## src/fbt_pkg.sv

```systemverilog
// Shared types, constants and codes of the flow batch totalizer.
`default_nettype none
package fbt_pkg;

    localparam int unsigned VAL_W  = 32;   // Q16.16 values and quotients
    localparam int unsigned DEN_W  = 48;   // widest divisor: elapsed_ms * K
    localparam int unsigned CNT_W  = 5;    // quotient bit counter, VAL_W steps
    localparam int unsigned DIVR_W = 16;   // overrun divisor register

    localparam logic [VAL_W-1:0] SAT_VAL = '1;

    // Stream command codes
    localparam logic [1:0] CMD_TICK  = 2'd0;
    localparam logic [1:0] CMD_START = 2'd1;
    localparam logic [1:0] CMD_STOP  = 2'd2;

    // Register indexes
    localparam logic [1:0] REG_KFACT    = 2'd0;
    localparam logic [1:0] REG_SETPOINT = 2'd1;
    localparam logic [1:0] REG_PRESTOP  = 2'd2;
    localparam logic [1:0] REG_DIVISOR  = 2'd3;

    // Register reset values
    localparam logic [VAL_W-1:0]  RST_KFACT    = 32'd32768000;
    localparam logic [VAL_W-1:0]  RST_SETPOINT = 32'd6553600;
    localparam logic [VAL_W-1:0]  RST_PRESTOP  = 32'd52429;
    localparam logic [DIVR_W-1:0] RST_DIVISOR  = 16'd10;

    typedef struct packed {
        logic [VAL_W-1:0]  kfact;
        logic [VAL_W-1:0]  setpoint;
        logic [VAL_W-1:0]  prestop;
        logic [DIVR_W-1:0] divisor;
    } t_cfg;

    // Dividend is {num_hi, num_lo}; quotient saturates to VAL_W bits.
    typedef struct packed {
        logic             start;
        logic [DEN_W-1:0] num_hi;
        logic [VAL_W-1:0] num_lo;
        logic [DEN_W-1:0] den;
    } t_div_req;

    typedef struct packed {
        logic             done;
        logic [VAL_W-1:0] quot;
    } t_div_rsp;

endpackage
`default_nettype wire

```

## src/fbt_regs.sv

```systemverilog
// APB register file holding the meter and batch configuration.
`default_nettype none
module fbt_regs
    import fbt_pkg::*;
(
    input  wire logic        i_clk,
    input  wire logic        i_rst_n,
    input  wire logic        psel,
    input  wire logic        penable,
    input  wire logic        pwrite,
    input  wire logic [3:0]  paddr,
    input  wire logic [31:0] pwdata,
    output logic      [31:0] prdata,
    output logic             pready,
    output t_cfg             o_cfg
);

    t_cfg       r_cfg;
    logic       wr_en;
    logic [1:0] idx;

    assign pready = 1'b1;
    assign wr_en  = psel && penable && pwrite;
    assign idx    = paddr[3:2];
    assign o_cfg  = r_cfg;

    always_ff @(posedge i_clk) begin
        if (!i_rst_n) begin
            r_cfg.kfact    <= RST_KFACT;
            r_cfg.setpoint <= RST_SETPOINT;
            r_cfg.prestop  <= RST_PRESTOP;
            r_cfg.divisor  <= RST_DIVISOR;
        end else if (wr_en) begin
            unique case (idx)
                REG_KFACT:    r_cfg.kfact    <= pwdata;
                REG_SETPOINT: r_cfg.setpoint <= pwdata;
                REG_PRESTOP:  r_cfg.prestop  <= pwdata;
                REG_DIVISOR:  r_cfg.divisor  <= pwdata[DIVR_W-1:0];
                default:      r_cfg.kfact    <= r_cfg.kfact;
            endcase
        end
    end

    always_comb begin
        unique case (idx)
            REG_KFACT:    prdata = r_cfg.kfact;
            REG_SETPOINT: prdata = r_cfg.setpoint;
            REG_PRESTOP:  prdata = r_cfg.prestop;
            REG_DIVISOR:  prdata = {{(32-DIVR_W){1'b0}}, r_cfg.divisor};
            default:      prdata = '0;
        endcase
    end

endmodule
`default_nettype wire

```

## src/fbt_div.sv

```systemverilog
// Shared restoring divider, one quotient bit per cycle, saturating result.
`default_nettype none
module fbt_div
    import fbt_pkg::*;
(
    input  wire logic i_clk,
    input  wire logic i_rst_n,
    input  t_div_req  i_req,
    output t_div_rsp  o_rsp
);

    logic             r_busy;
    logic             r_done;
    logic [CNT_W-1:0] r_cnt;
    logic [DEN_W-1:0] r_rem;
    logic [DEN_W-1:0] r_den;
    logic [VAL_W-1:0] r_q;

    logic [DEN_W:0]   trial;
    logic [DEN_W:0]   diff;
    logic             fits;

    // Shift in the next dividend bit and try a subtract.
    assign trial = {r_rem, r_q[VAL_W-1]};
    assign diff  = trial - {1'b0, r_den};
    assign fits  = (trial >= {1'b0, r_den});

    always_ff @(posedge i_clk) begin
        if (!i_rst_n) begin
            r_busy <= 1'b0;
            r_done <= 1'b0;
            r_cnt  <= '0;
        end else begin
            r_done <= 1'b0;
            if (i_req.start) begin
                if ((i_req.num_hi == '0) && (i_req.num_lo == '0)) begin
                    r_q    <= '0;
                    r_done <= 1'b1;
                end else if (i_req.num_hi >= i_req.den) begin
                    // quotient does not fit, also covers a zero divisor
                    r_q    <= SAT_VAL;
                    r_done <= 1'b1;
                end else begin
                    r_rem  <= i_req.num_hi;
                    r_q    <= i_req.num_lo;
                    r_den  <= i_req.den;
                    r_cnt  <= '0;
                    r_busy <= 1'b1;
                end
            end else if (r_busy) begin
                r_rem <= fits ? diff[DEN_W-1:0] : trial[DEN_W-1:0];
                r_q   <= {r_q[VAL_W-2:0], fits};
                r_cnt <= r_cnt + 1'b1;
                if (r_cnt == CNT_W'(VAL_W - 1)) begin
                    r_busy <= 1'b0;
                    r_done <= 1'b1;
                end
            end
        end
    end

    assign o_rsp.done = r_done;
    assign o_rsp.quot = r_q;

endmodule
`default_nettype wire

```

## src/flow_batch_totalizer_top.sv

```systemverilog
// Top level of the flow batch totalizer: stream ports, sequencer, batch state.
//
// Usage: one item enters on the s_axis side per meter tick or batch command.
// s_axis_tuser carries the command (tick, start, stop); s_axis_tdata carries
// pulse count, elapsed milliseconds, valve and auto-mode flags. Every item
// gives exactly one result transfer on the m_axis side: flow rate, batch total
// after the item, the cutoff flag and the overrun flag.
// A tick runs up to three 32-step divisions (flow rate, tick volume and, in
// overrun, the overrun volume) on one shared divider; a division whose
// dividend is zero or whose quotient clamps skips the bit steps. Start, stop
// and the unused command run no division. The block is ready for the next
// item only once the previous result is parked.
// The result sits in an output register until taken, so the block accepts the
// next item while that result waits; a stalled receiver only holds off the
// following result. Reset clears the total and the running flag and loads the
// default meter K factor, setpoint, prestop margin and divisor.
// The user must write registers over the APB port only while the block is idle; the block itself does not enforce it.
`default_nettype none
module flow_batch_totalizer_top
    import fbt_pkg::*;
(
    input  wire logic        i_clk,
    input  wire logic        i_rst_n,
    // item stream in
    input  wire logic        i_s_axis_tvalid,
    output logic             o_s_axis_tready,
    // [15:0] pulse_count, [31:16] elapsed_ms, [32] valve_open, [33] auto_mode
    input  wire logic [39:0] i_s_axis_tdata,
    // [1:0] command
    input  wire logic [1:0]  i_s_axis_tuser,
    // result stream out
    output logic             o_m_axis_tvalid,
    input  wire logic        i_m_axis_tready,
    // [31:0] flow_rate, [63:32] batch_total, [64] cutoff_fired, [65] in_overrun
    output logic      [71:0] o_m_axis_tdata,
    // configuration
    input  wire logic        psel,
    input  wire logic        penable,
    input  wire logic        pwrite,
    input  wire logic [3:0]  paddr,
    input  wire logic [31:0] pwdata,
    output logic      [31:0] prdata,
    output logic             pready
);

    localparam logic [3:0] S_IDLE      = 4'd0;
    localparam logic [3:0] S_PREP      = 4'd1;
    localparam logic [3:0] S_RATE_GO   = 4'd2;
    localparam logic [3:0] S_RATE_WAIT = 4'd3;
    localparam logic [3:0] S_VOL_GO    = 4'd4;
    localparam logic [3:0] S_VOL_WAIT  = 4'd5;
    localparam logic [3:0] S_EVAL      = 4'd6;
    localparam logic [3:0] S_XTRA_GO   = 4'd7;
    localparam logic [3:0] S_XTRA_WAIT = 4'd8;
    localparam logic [3:0] S_DONE      = 4'd9;

    t_cfg     cfg;
    t_div_req div_req;
    t_div_rsp div_rsp;

    logic [3:0]       r_state;
    logic [1:0]       r_cmd;
    logic [15:0]      r_pulses;
    logic [15:0]      r_ms;
    logic             r_valve;
    logic             r_auto;
    logic [DEN_W-1:0] r_hi;
    logic [VAL_W-1:0] r_lo;
    logic [DEN_W-1:0] r_den;
    logic [VAL_W-1:0] r_rate;
    logic [VAL_W-1:0] r_vol;
    logic [VAL_W-1:0] r_total;
    logic             r_running;
    logic             r_cut;
    logic             r_over;
    logic             r_m_valid;
    logic [71:0]      r_m_data;

    logic             in_xfer;
    logic             out_load;
    logic [VAL_W-1:0] thr;
    logic             over_now;
    logic [VAL_W-1:0] eval_add;
    logic [VAL_W-1:0] eval_total;
    logic [35:0]      vol_x10;
    logic [DEN_W-1:0] k60;

    fbt_regs u_regs (
        .i_clk   (i_clk),
        .i_rst_n (i_rst_n),
        .psel    (psel),
        .penable (penable),
        .pwrite  (pwrite),
        .paddr   (paddr),
        .pwdata  (pwdata),
        .prdata  (prdata),
        .pready  (pready),
        .o_cfg   (cfg)
    );

    fbt_div u_div (
        .i_clk   (i_clk),
        .i_rst_n (i_rst_n),
        .i_req   (div_req),
        .o_rsp   (div_rsp)
    );

    function automatic logic [VAL_W-1:0] add_sat(input logic [VAL_W-1:0] a,
                                                 input logic [VAL_W-1:0] b);
        logic [VAL_W:0] s;
        s = {1'b0, a} + {1'b0, b};
        return s[VAL_W] ? SAT_VAL : s[VAL_W-1:0];
    endfunction

    assign div_req.start  = (r_state == S_RATE_GO) || (r_state == S_VOL_GO) ||
                            (r_state == S_XTRA_GO);
    assign div_req.num_hi = r_hi;
    assign div_req.num_lo = r_lo;
    assign div_req.den    = r_den;

    assign in_xfer  = i_s_axis_tvalid && o_s_axis_tready;
    assign out_load = (r_state == S_DONE) && (!r_m_valid || i_m_axis_tready);

    // Threshold floors at zero when the margin exceeds the setpoint.
    assign thr      = (cfg.setpoint > cfg.prestop) ? (cfg.setpoint - cfg.prestop) : '0;
    assign over_now = r_valve && r_auto && (r_total >= thr);
    // In overrun only a running batch adds the plain volume once.
    assign eval_add = (!over_now || r_running) ? r_vol : '0;
    // zero divisor: overrun addition pins the total
    assign eval_total = (over_now && (cfg.divisor == '0)) ? SAT_VAL
                                                          : add_sat(r_total, eval_add);
    assign vol_x10  = {r_vol, 3'b000} + {3'b000, r_vol, 1'b0};
    // 60*K as 64*K - 4*K
    assign k60      = {10'd0, cfg.kfact, 6'd0} - {14'd0, cfg.kfact, 2'd0};

    always_ff @(posedge i_clk) begin
        if (!i_rst_n) begin
            r_state   <= S_IDLE;
            r_total   <= '0;
            r_running <= 1'b0;
            r_m_valid <= 1'b0;
        end else begin
            if (out_load) begin
                r_m_valid <= 1'b1;
            end else if (i_m_axis_tready) begin
                r_m_valid <= 1'b0;
            end

            unique case (r_state)
                S_IDLE: begin
                    if (in_xfer) begin
                        r_cmd    <= i_s_axis_tuser;
                        r_pulses <= i_s_axis_tdata[15:0];
                        r_ms     <= i_s_axis_tdata[31:16];
                        r_valve  <= i_s_axis_tdata[32];
                        r_auto   <= i_s_axis_tdata[33];
                        r_state  <= S_PREP;
                    end
                end
                S_PREP: begin
                    // Clear the result flags, then branch on the command.
                    r_rate <= '0;
                    r_cut  <= 1'b0;
                    r_over <= 1'b0;
                    r_hi   <= DEN_W'(r_pulses) * DEN_W'(1000);
                    r_lo   <= '0;
                    r_den  <= DEN_W'(r_ms) * DEN_W'(cfg.kfact);
                    priority case (r_cmd)
                        CMD_TICK: begin
                            r_state <= S_RATE_GO;
                        end
                        CMD_START: begin
                            r_total   <= '0;
                            r_running <= 1'b1;
                            r_state   <= S_DONE;
                        end
                        CMD_STOP: begin
                            r_running <= 1'b0;
                            r_state   <= S_DONE;
                        end
                        default: begin
                            r_state <= S_DONE;
                        end
                    endcase
                end
                S_RATE_GO: begin
                    r_state <= S_RATE_WAIT;
                end
                S_RATE_WAIT: begin
                    if (div_rsp.done) begin
                        r_rate  <= div_rsp.quot;
                        r_hi    <= {{(DEN_W-16){1'b0}}, r_pulses};
                        r_lo    <= '0;
                        r_den   <= k60;
                        r_state <= S_VOL_GO;
                    end
                end
                S_VOL_GO: begin
                    r_state <= S_VOL_WAIT;
                end
                S_VOL_WAIT: begin
                    if (div_rsp.done) begin
                        r_vol   <= div_rsp.quot;
                        r_state <= S_EVAL;
                    end
                end
                S_EVAL: begin
                    r_over  <= over_now;
                    r_total <= eval_total;
                    r_hi    <= {{(DEN_W-4){1'b0}}, vol_x10[35:32]};
                    r_lo    <= vol_x10[31:0];
                    r_den   <= {{(DEN_W-DIVR_W){1'b0}}, cfg.divisor};
                    if (over_now) begin
                        if (r_running) begin
                            r_running <= 1'b0;
                            r_cut     <= 1'b1;
                        end
                        if (cfg.divisor == '0) begin
                            r_state <= S_DONE;
                        end else begin
                            r_state <= S_XTRA_GO;
                        end
                    end else begin
                        r_state <= S_DONE;
                    end
                end
                S_XTRA_GO: begin
                    r_state <= S_XTRA_WAIT;
                end
                S_XTRA_WAIT: begin
                    if (div_rsp.done) begin
                        r_total <= add_sat(r_total, div_rsp.quot);
                        r_state <= S_DONE;
                    end
                end
                S_DONE: begin
                    if (out_load) begin
                        r_state <= S_IDLE;
                    end
                end
                default: begin
                    r_state <= S_IDLE;
                end
            endcase
        end
    end

    // Park the result until the receiver takes it.
    always_ff @(posedge i_clk) begin
        if (out_load) begin
            r_m_data <= {6'd0, r_over, r_cut, r_total, r_rate};
        end
    end

    assign o_s_axis_tready = (r_state == S_IDLE);
    assign o_m_axis_tvalid = r_m_valid;
    assign o_m_axis_tdata  = r_m_data;

endmodule
`default_nettype wire

```

## config.mk

```make
export PLATFORM = sky130hd
export DESIGN_NAME = flow_batch_totalizer_top
export DESIGN_NICKNAME = d
export VERILOG_FILES = /design/src/fbt_pkg.sv /design/src/fbt_regs.sv /design/src/fbt_div.sv /design/src/flow_batch_totalizer_top.sv
export SDC_FILE = /design/constraint.sdc
export NUM_CORES = 2
export LEC_CHECK = 0
export BUFFER_PORTS_ARGS = -buffer_cell sky130_fd_sc_hd__buf_2
export CAP_MARGIN = 25
export CORE_MARGIN = 10
export CORE_UTILIZATION = 25
export DETAILED_ROUTE_END_ITERATION = 10
export MAX_ROUTING_LAYER = met4
export SYNTH_ARGS = -nofsm -noshare
export SYNTH_HDL_FRONTEND = slang
export SYNTH_SLANG_ARGS = --single-unit
```

## constraint.sdc

```tcl
create_clock -name i_clk -period 7.1 [get_ports i_clk]
set_input_delay 0.71 -clock i_clk [delete_from_list [all_inputs] [get_ports i_clk]]
set_output_delay 0.71 -clock i_clk [all_outputs]
set_load 0.005 [all_outputs]
```

Word level (Yosys, flattened, before mapping):

Index checks and enable logic that the tools add are counted.

* flip-flop bits (word level): 581
* input bits: 85
* logic and storage cells: 170

* add/subtract/negate cells: 7
* multiply operators: 2
* $lt $le $gt $ge: 4
* eq/ne operators: 26
* mux-type cells: 58
* bitwise logic cells: 2
* reduce and logical (&&, ||, !) cells: 44

Operators by type and width (number)
* 2-to-1 mux 32 bit: 13
* 2-to-1 mux 48 bit: 7
* one-hot mux 48 bit (3 select lines): 2
* one-hot mux 32 bit (3 select lines): 2
* one-hot mux 32 bit (4 select lines): 1
* adder 32 x 32 -> 33 bit: 2
* one-hot mux 32 bit (2 select lines): 1
* greater-or-equal comparator 49 x 48 -> 1 bit: 1
* greater-or-equal comparator 48 bit: 1
* zero test 48 bit: 1
* multiplier 16 x 32 -> 48 bit: 1
* subtractor 48 bit: 1
* one-hot mux 4 bit (10 select lines): 1
* subtractor 38 x 34 -> 39 bit: 1
* adder 35 x 33 -> 36 bit: 1
* greater-or-equal comparator 32 bit: 1
* greater-than comparator 32 bit: 1
* zero test 32 bit: 1
* 2-to-1 mux 4 bit: 8
* subtractor 32 bit: 1
* multiplier 16 x 7 -> 23 bit, second input constant: 1
* AND reduction 3 bit: 7
* 2-to-1 mux 5 bit: 4
* == test 4 x 3 -> 1 bit, second input constant: 4
* other kinds (24): 79

Depth between registers and ports, before layout:

* depth in word-level cells: 11
* gate-level depth with buffers: 38
* depth with buffers taken out: 36

Cells and area by module:

Synthesis repeated with hierarchy kept, for this count alone.

* cells, all modules: 5574
* area total of the unflattened synthesis: 52955.8 sq um

Modules (own cells, without submodules)
* flow_batch_totalizer_top: instances 1, cells an instance 4019, area an instance 38035.2 sq um
* fbt_div: instances 1, cells an instance 1054, area an instance 9978.3 sq um
* fbt_regs: instances 1, cells an instance 501, area an instance 4942.2 sq um

Worst setup path before layout:

No wires, ideal clock.

* kind: register to register
* start: register u_regs.r_cfg (netlist bit u_regs.o_cfg[48])
* end: register r_total[30]
* library setup time: 0.119 ns
* data arrival time: 7.227 ns
* required time: 6.981 ns
* path slack: -0.245 ns
* stages on the path, launching flop included: 37
* cells stage by stage: dfxtp_1 inv_1 ha_1 inv_1 fa_1 a21o_1 a21oi_1 o21ai_0 nand3_1 a31oi_1 o21ai_0 or4b_2 a21oi_1 o31ai_1 xor2_1 nand2_1 ha_1 nand4_1 or2_2 a2111oi_0 a21oi_1 nor2_1 clkbuf_1 nor2b_1 ha_1 fa_1 a211oi_1 nor2_1 o211ai_1 nand4_1 a31oi_1 o21ai_2 a2111oi_1 o21bai_1 xnor2_1 a31oi_1 o221a_1

* word-level cells in the longest chain between the ends: 11

Ends and longest elaborated chain
* start: declaration: line fbt_regs.sv:18 `t_cfg r_cfg;`
* subtractor 32 bit or greater-than comparator 32 bit (tied branches): line flow_batch_totalizer_top.sv:125 `assign thr = (cfg.setpoint > cfg.prestop) ? (cfg.setpoint - cfg.prestop) : '0;`
* 2-to-1 mux 32 bit (*): line flow_batch_totalizer_top.sv:125
* greater-or-equal comparator 32 bit (*): line flow_batch_totalizer_top.sv:126 `assign over_now = r_valve && r_auto && (r_total >= thr);`
* logical AND 1 bit (*): line flow_batch_totalizer_top.sv:126
* zero test 1 bit: line flow_batch_totalizer_top.sv:128 `assign eval_add = (!over_now || r_running) ? r_vol : '0;`
* logical OR 1 bit: line flow_batch_totalizer_top.sv:128
* 2-to-1 mux 32 bit: line flow_batch_totalizer_top.sv:128
* adder 32 x 32 -> 33 bit: line flow_batch_totalizer_top.sv:111 `s = {1'b0, a} + {1'b0, b};`
* 2-to-1 mux 32 bit: line flow_batch_totalizer_top.sv:112 `return s[VAL_W] ? SAT_VAL : s[VAL_W-1:0];`
* 2-to-1 mux 32 bit (*): line flow_batch_totalizer_top.sv:130 `assign eval_total = (over_now && (cfg.divisor == '0)) ? SAT_VAL`
* one-hot mux 32 bit (3 select lines) (*): line flow_batch_totalizer_top.sv:149 `unique case (r_state)`
* end signal: assignment: line flow_batch_totalizer_top.sv:209 `r_total <= eval_total;`
* end signal: assignment: line flow_batch_totalizer_top.sv:232 `r_total <= add_sat(r_total, div_rsp.quot);`
* end: declaration: line flow_batch_totalizer_top.sv:72 `logic [VAL_W-1:0] r_total;`

Mark *: on every way between the ends. The rest lies on a longest branch, timed or not.
A chain may end at the register's enable or synchronous reset.

Worst setup path in the final report:

* start: register u_regs.r_cfg (netlist bit u_regs.o_cfg[48])
* end: register r_total[31]

The elaborated chain is that of the path after synthesis.

==> out/qor.json <==
{
  "status": {"value": "complete, no violations"},
  "initial_util": {"value": 25.09, "unit": "%"},
  "crit-reg2reg-capture": {"value": "r_total[31]"},
  "reg2reg_slack": {"value": 0.02, "unit": "ns"},
  "place.detailed.hpwl": {"value": 139.1, "unit": "mm"},
  "max-cap-violations": {"value": 0},
  "fillCellCount": {"value": 22010},
  "root_buffer": {"value": "sky130_fd_sc_hd__clkbuf_16"},
  "avgRoutedWirePerCell": {"value": 19.61, "unit": "um"},
  "synth.yosys.warnings": {"value": 0},
  "height_of_the_die": {"value": 478.3, "unit": "um"},
  "overflow": {"value": 0},
  "synth.yosys.seq_area_share": {"value": 28.91, "unit": "%"},
  "drc": {"value": 0},
  "vias": {"value": 43260},
  "wirelength": {"value": 176.5, "unit": "mm"},
  "synth_top_area_cell": {"value": "sky130_fd_sc_hd__edfxtp_1"},
  "track_usage": {"value": 15.33, "unit": "%"},
  "synth_async_sr_flop_share": {"value": 0, "unit": "%"},
  "worst-endpoint-required": {"value": 7.68, "unit": "ns"},
  "worst-endpoint-arrival": {"value": 7.66, "unit": "ns"},
  "r2r.worst_path.cells": {"value": 41},
  "multi_input_area": {"value": 34520, "unit": "um2"},
  "most_frequent_standard_cell_in_the_layout_excluding_fill_and_tap_cells": {"value": "sky130_fd_sc_hd__nand2_1"},
  "setup.worst_path.class": {"value": "reg2reg"},
  "die-area": {"value": 228800, "unit": "um2"},
  "final_period_minus_worst_setup_slack": {"value": 7.079, "unit": "ns"},
  "power.ir.vdd_worst": {"value": 0.2318, "unit": "mV"},
  "cts.sink_count": {"value": 558},
  "yosysUniqueCellTypes": {"value": 114},
  "syn-instance-count": {"value": 5721},
  "tns": {"value": 0, "unit": "ns"},
  "tightestPinTransition": {"value": 1.014, "unit": "ns"},
  "final-hold-violation-count": {"value": 0},
  "synth.top_cells.by_area": {"value": "sky130_fd_sc_hd__edfxtp_1, sky130_fd_sc_hd__fa_1, sky130_fd_sc_hd__ha_1"},
  "worst_slew_margin_rel": {"value": 32.31, "unit": "%"},
  "critical-path-slowest-cell": {"value": "sky130_fd_sc_hd__ha_1"},
  "cts_buffer_depth": {"value": 3},
  "io_pins": {"value": 192},
  "setup.worst_path.start": {"value": "u_regs.o_cfg[48]"},
  "maxClockFrequency": {"value": 0.1413, "unit": "GHz"},
  "hp-class": {"value": "in2reg"},
  "final_estimated_routing_congestion_in_global_placement": {"value": 0.9462},
  "crit_buf_inv": {"value": 10},
  "drtPass1Iterations": {"value": 6},
  "finished_layout_cells": {"value": 8998},
  "area_used_by_sequential_logic_in_the_layout": {"value": 15200, "unit": "um2"},
  "placementRows": {"value": 168},
  "flow.area_growth_from_synthesis": {"value": 19.63, "unit": "%"},
  "synth_enable_flop_cells": {"value": 401},
  "synth_area": {"value": 52520, "unit": "um2"},
  "synth.avg_cell_area": {"value": 9.180, "unit": "um2"},
  "path_max_fanout": {"value": 6},
  "route.antenna.remaining_nets": {"value": 0},
  "io_buffers": {"value": 176},
  "placed_cells_incl_taps": {"value": 8830},
  "yosys_most_used_dff": {"value": "sky130_fd_sc_hd__edfxtp_1"},
  "grt_first_pass_wirelength": {"value": 268.8, "unit": "mm"},
  "grt_antenna_before_repair": {"value": 11},
  "post-place-ws": {"value": -0.9080, "unit": "ns"},
  "htree_num_levels": {"value": 3},
  "endpoint": {"value": "r_total[31]"},
  "clk_transition_reported_paths": {"value": 0.07, "unit": "ns"},
  "report.final.slew_viol_count": {"value": 0},
  "numCtsBuffers": {"value": 70},
  "skew": {"value": 0.04346, "unit": "ns"},
  "power_density": {"value": 282.9, "unit": "nW/um2"},
  "initial_drc_count": {"value": 3162},
  "critical-path-max-stage-delay": {"value": 0.35, "unit": "ns"},
  "clock_insertion_delay_worst_skew": {"value": 0.70, "unit": "ns"},
  "critPathTopFamily": {"value": "compound AO/OA/AOI/OAI gates"},
  "final.setup.worst_slack": {"value": 0.02074, "unit": "ns"},
  "r2r-start": {"value": "u_regs.o_cfg[48]"},
  "layout_worst_path_cycle_share": {"value": 99.71, "unit": "%"},
  "mostFrequentLayoutCells": {"value": "sky130_fd_sc_hd__nand2_1, sky130_fd_sc_hd__inv_1, sky130_fd_sc_hd__fa_1"},
  "fp.coreArea": {"value": 209400, "unit": "um2"},
  "grt_pass1_vias": {"value": 44470},
  "synth_top_area_share": {"value": 22.93, "unit": "%"},
  "final_nets": {"value": 7129},
  "yosys_register_bits": {"value": 558},
  "via_per_inst": {"value": 4.807},
  "worst_setup_path_start_kind": {"value": "flip-flop"},
  "power.total": {"value": 17.77, "unit": "mW"},
  "die_width": {"value": 478.3, "unit": "um"},
  "worst_path_most_repeated_cell": {"value": "sky130_fd_sc_hd__buf_4"},
  "tritoncts": {"value": "built"},
  "setup-violations-final": {"value": 0},
  "critical_path.endpoint_type": {"value": "flip-flop"},
  "maximum_number_of_pins_on_one_net_before_global_route_repair": {"value": 73},
  "layout-drive-gt1-share": {"value": 15.58, "unit": "%"},
  "grt_setup_unrepaired": {"value": "true"},
  "path_depth": {"value": 41},
  "power.static_leakage": {"value": 27.37, "unit": "nW"}
}
[flip-flops by register name, indices dropped and copies added (netlist names), 2 cells and up]
name	cells
u_regs.o_cfg	112
o_m_axis_tdata	66
r_den	48
u_div.r_den	48
u_div.r_rem	48
r_rate	32
r_total	32
r_vol	32
u_div.r_q	32
r_lo	31
r_hi	26
r_ms	16
r_pulses	16
u_div.r_cnt	5
r_state	4
r_cmd	2
[worst reg2reg max path: cells and delay by family (launching register included)]
kind | cells | cell delay (ns)
buffers and inverters | 10 | 1.32
and+or+nand+nor | 7 | 0.84
adders and majority gates | 4 | 0.99
AOI/OAI and AO/OA | 19 | 3.32
DFF | 1 | 0.33
xor gates and xnor gates | 1 | 0.17
[per-layer routing]
metal	share of wire, %	track usage, %
met1	43	19.40
met2	47	24.72
met3	5.7	2.495
met4	4.2	5.467
met5	0	-
[stage by stage]
step,hold slack [ns],instance area [um2],util (%)
3_3_place_gp,0.4033,59100,28.23
5_1_grt,0.1373,62820,30.01
3_5_place_dp,0.4052,59150,28.25
2_1_floorplan,0.4003,52550,-
6_report,0.1842,62830,30.01
4_1_cts,0.1161,61970,29.60
[what timing repair did]
item | 4_1_cts | 5_1_grt
gates cloned | 2 | 3
buffers inserted | 8 | 22
resized for setup | 81 | 136
endpoints found under the setup margin | 35 | 42
pin swaps | 39 | 104
hold buffers | 0 | 0
[cells by family after synthesis]
family	after synthesis	synth area share, %
mux	38	1.105
fa+ha+maj	912	28.55
simple gates	1831	15.90
flops	558	28.91
xor+xnor	227	3.786
other cells	2	0.01430
buf+inv	946	7.138
compound gates	1207	14.60
[Yosys cell counts, types with 23 or more instances]
cell and instances:
sky130_fd_sc_hd__and3_1 33, sky130_fd_sc_hd__nor4_1 35, sky130_fd_sc_hd__a211oi_1 29, sky130_fd_sc_hd__nor3_1 61, sky130_fd_sc_hd__nand4_1 43, sky130_fd_sc_hd__xnor2_1 128, sky130_fd_sc_hd__o21bai_1 29, sky130_fd_sc_hd__a31oi_1 65
sky130_fd_sc_hd__xor2_1 99, sky130_fd_sc_hd__ha_1 435, sky130_fd_sc_hd__o21a_1 56, sky130_fd_sc_hd__nand2b_1 40, sky130_fd_sc_hd__nor2b_1 61, sky130_fd_sc_hd__fa_1 477, sky130_fd_sc_hd__and2_1 176, sky130_fd_sc_hd__dfxtp_1 157
sky130_fd_sc_hd__a21o_1 157, sky130_fd_sc_hd__edfxtp_1 401, sky130_fd_sc_hd__inv_1 660, sky130_fd_sc_hd__o21ai_0 261, sky130_fd_sc_hd__clkbuf_1 238, sky130_fd_sc_hd__o22ai_1 23, sky130_fd_sc_hd__nand2_1 962, sky130_fd_sc_hd__nand3_1 89
sky130_fd_sc_hd__o211ai_1 30, sky130_fd_sc_hd__nor2_1 252, sky130_fd_sc_hd__a21oi_1 380
[where the power goes]
part           switching, mW  total (mW)  internal (mW)
sequential             0.462        4.82           4.36
clock                   1.61        3.86           2.25
combinational           5.29        9.10           3.81
total                   7.35        17.8           10.4
[area by class of cell]
type | count | share of cell area (%)
timing repair buffer | 619 | 7.450
sequential | 558 | 24.19
antenna | 5 | 0.01991
tap | 2805 | 5.586
inverter | 661 | 3.953
multi-input combinational | 4222 | 54.94
clock inverter | 46 | 0.9280
clock buffer | 82 | 2.925
[worst min-delay path by stage]
| stage | cells past startpoint | endpoint | start |
|---|---|---|---|
| floorplan | 0 | o_m_axis_tdata[0] | r_rate[0] |
| global placement | 0 | o_m_axis_tdata[19] | r_rate[19] |
| detailed placement | 0 | o_m_axis_tdata[27] | r_rate[27] |
| CTS | 1 | r_ms[1] | i_s_axis_tdata[17] |
| global route | 1 | r_ms[4] | i_s_axis_tdata[20] |
| finish | 1 | r_ms[4] | i_s_axis_tdata[20] |
Note: power is estimated with default switching activity, not from simulation.
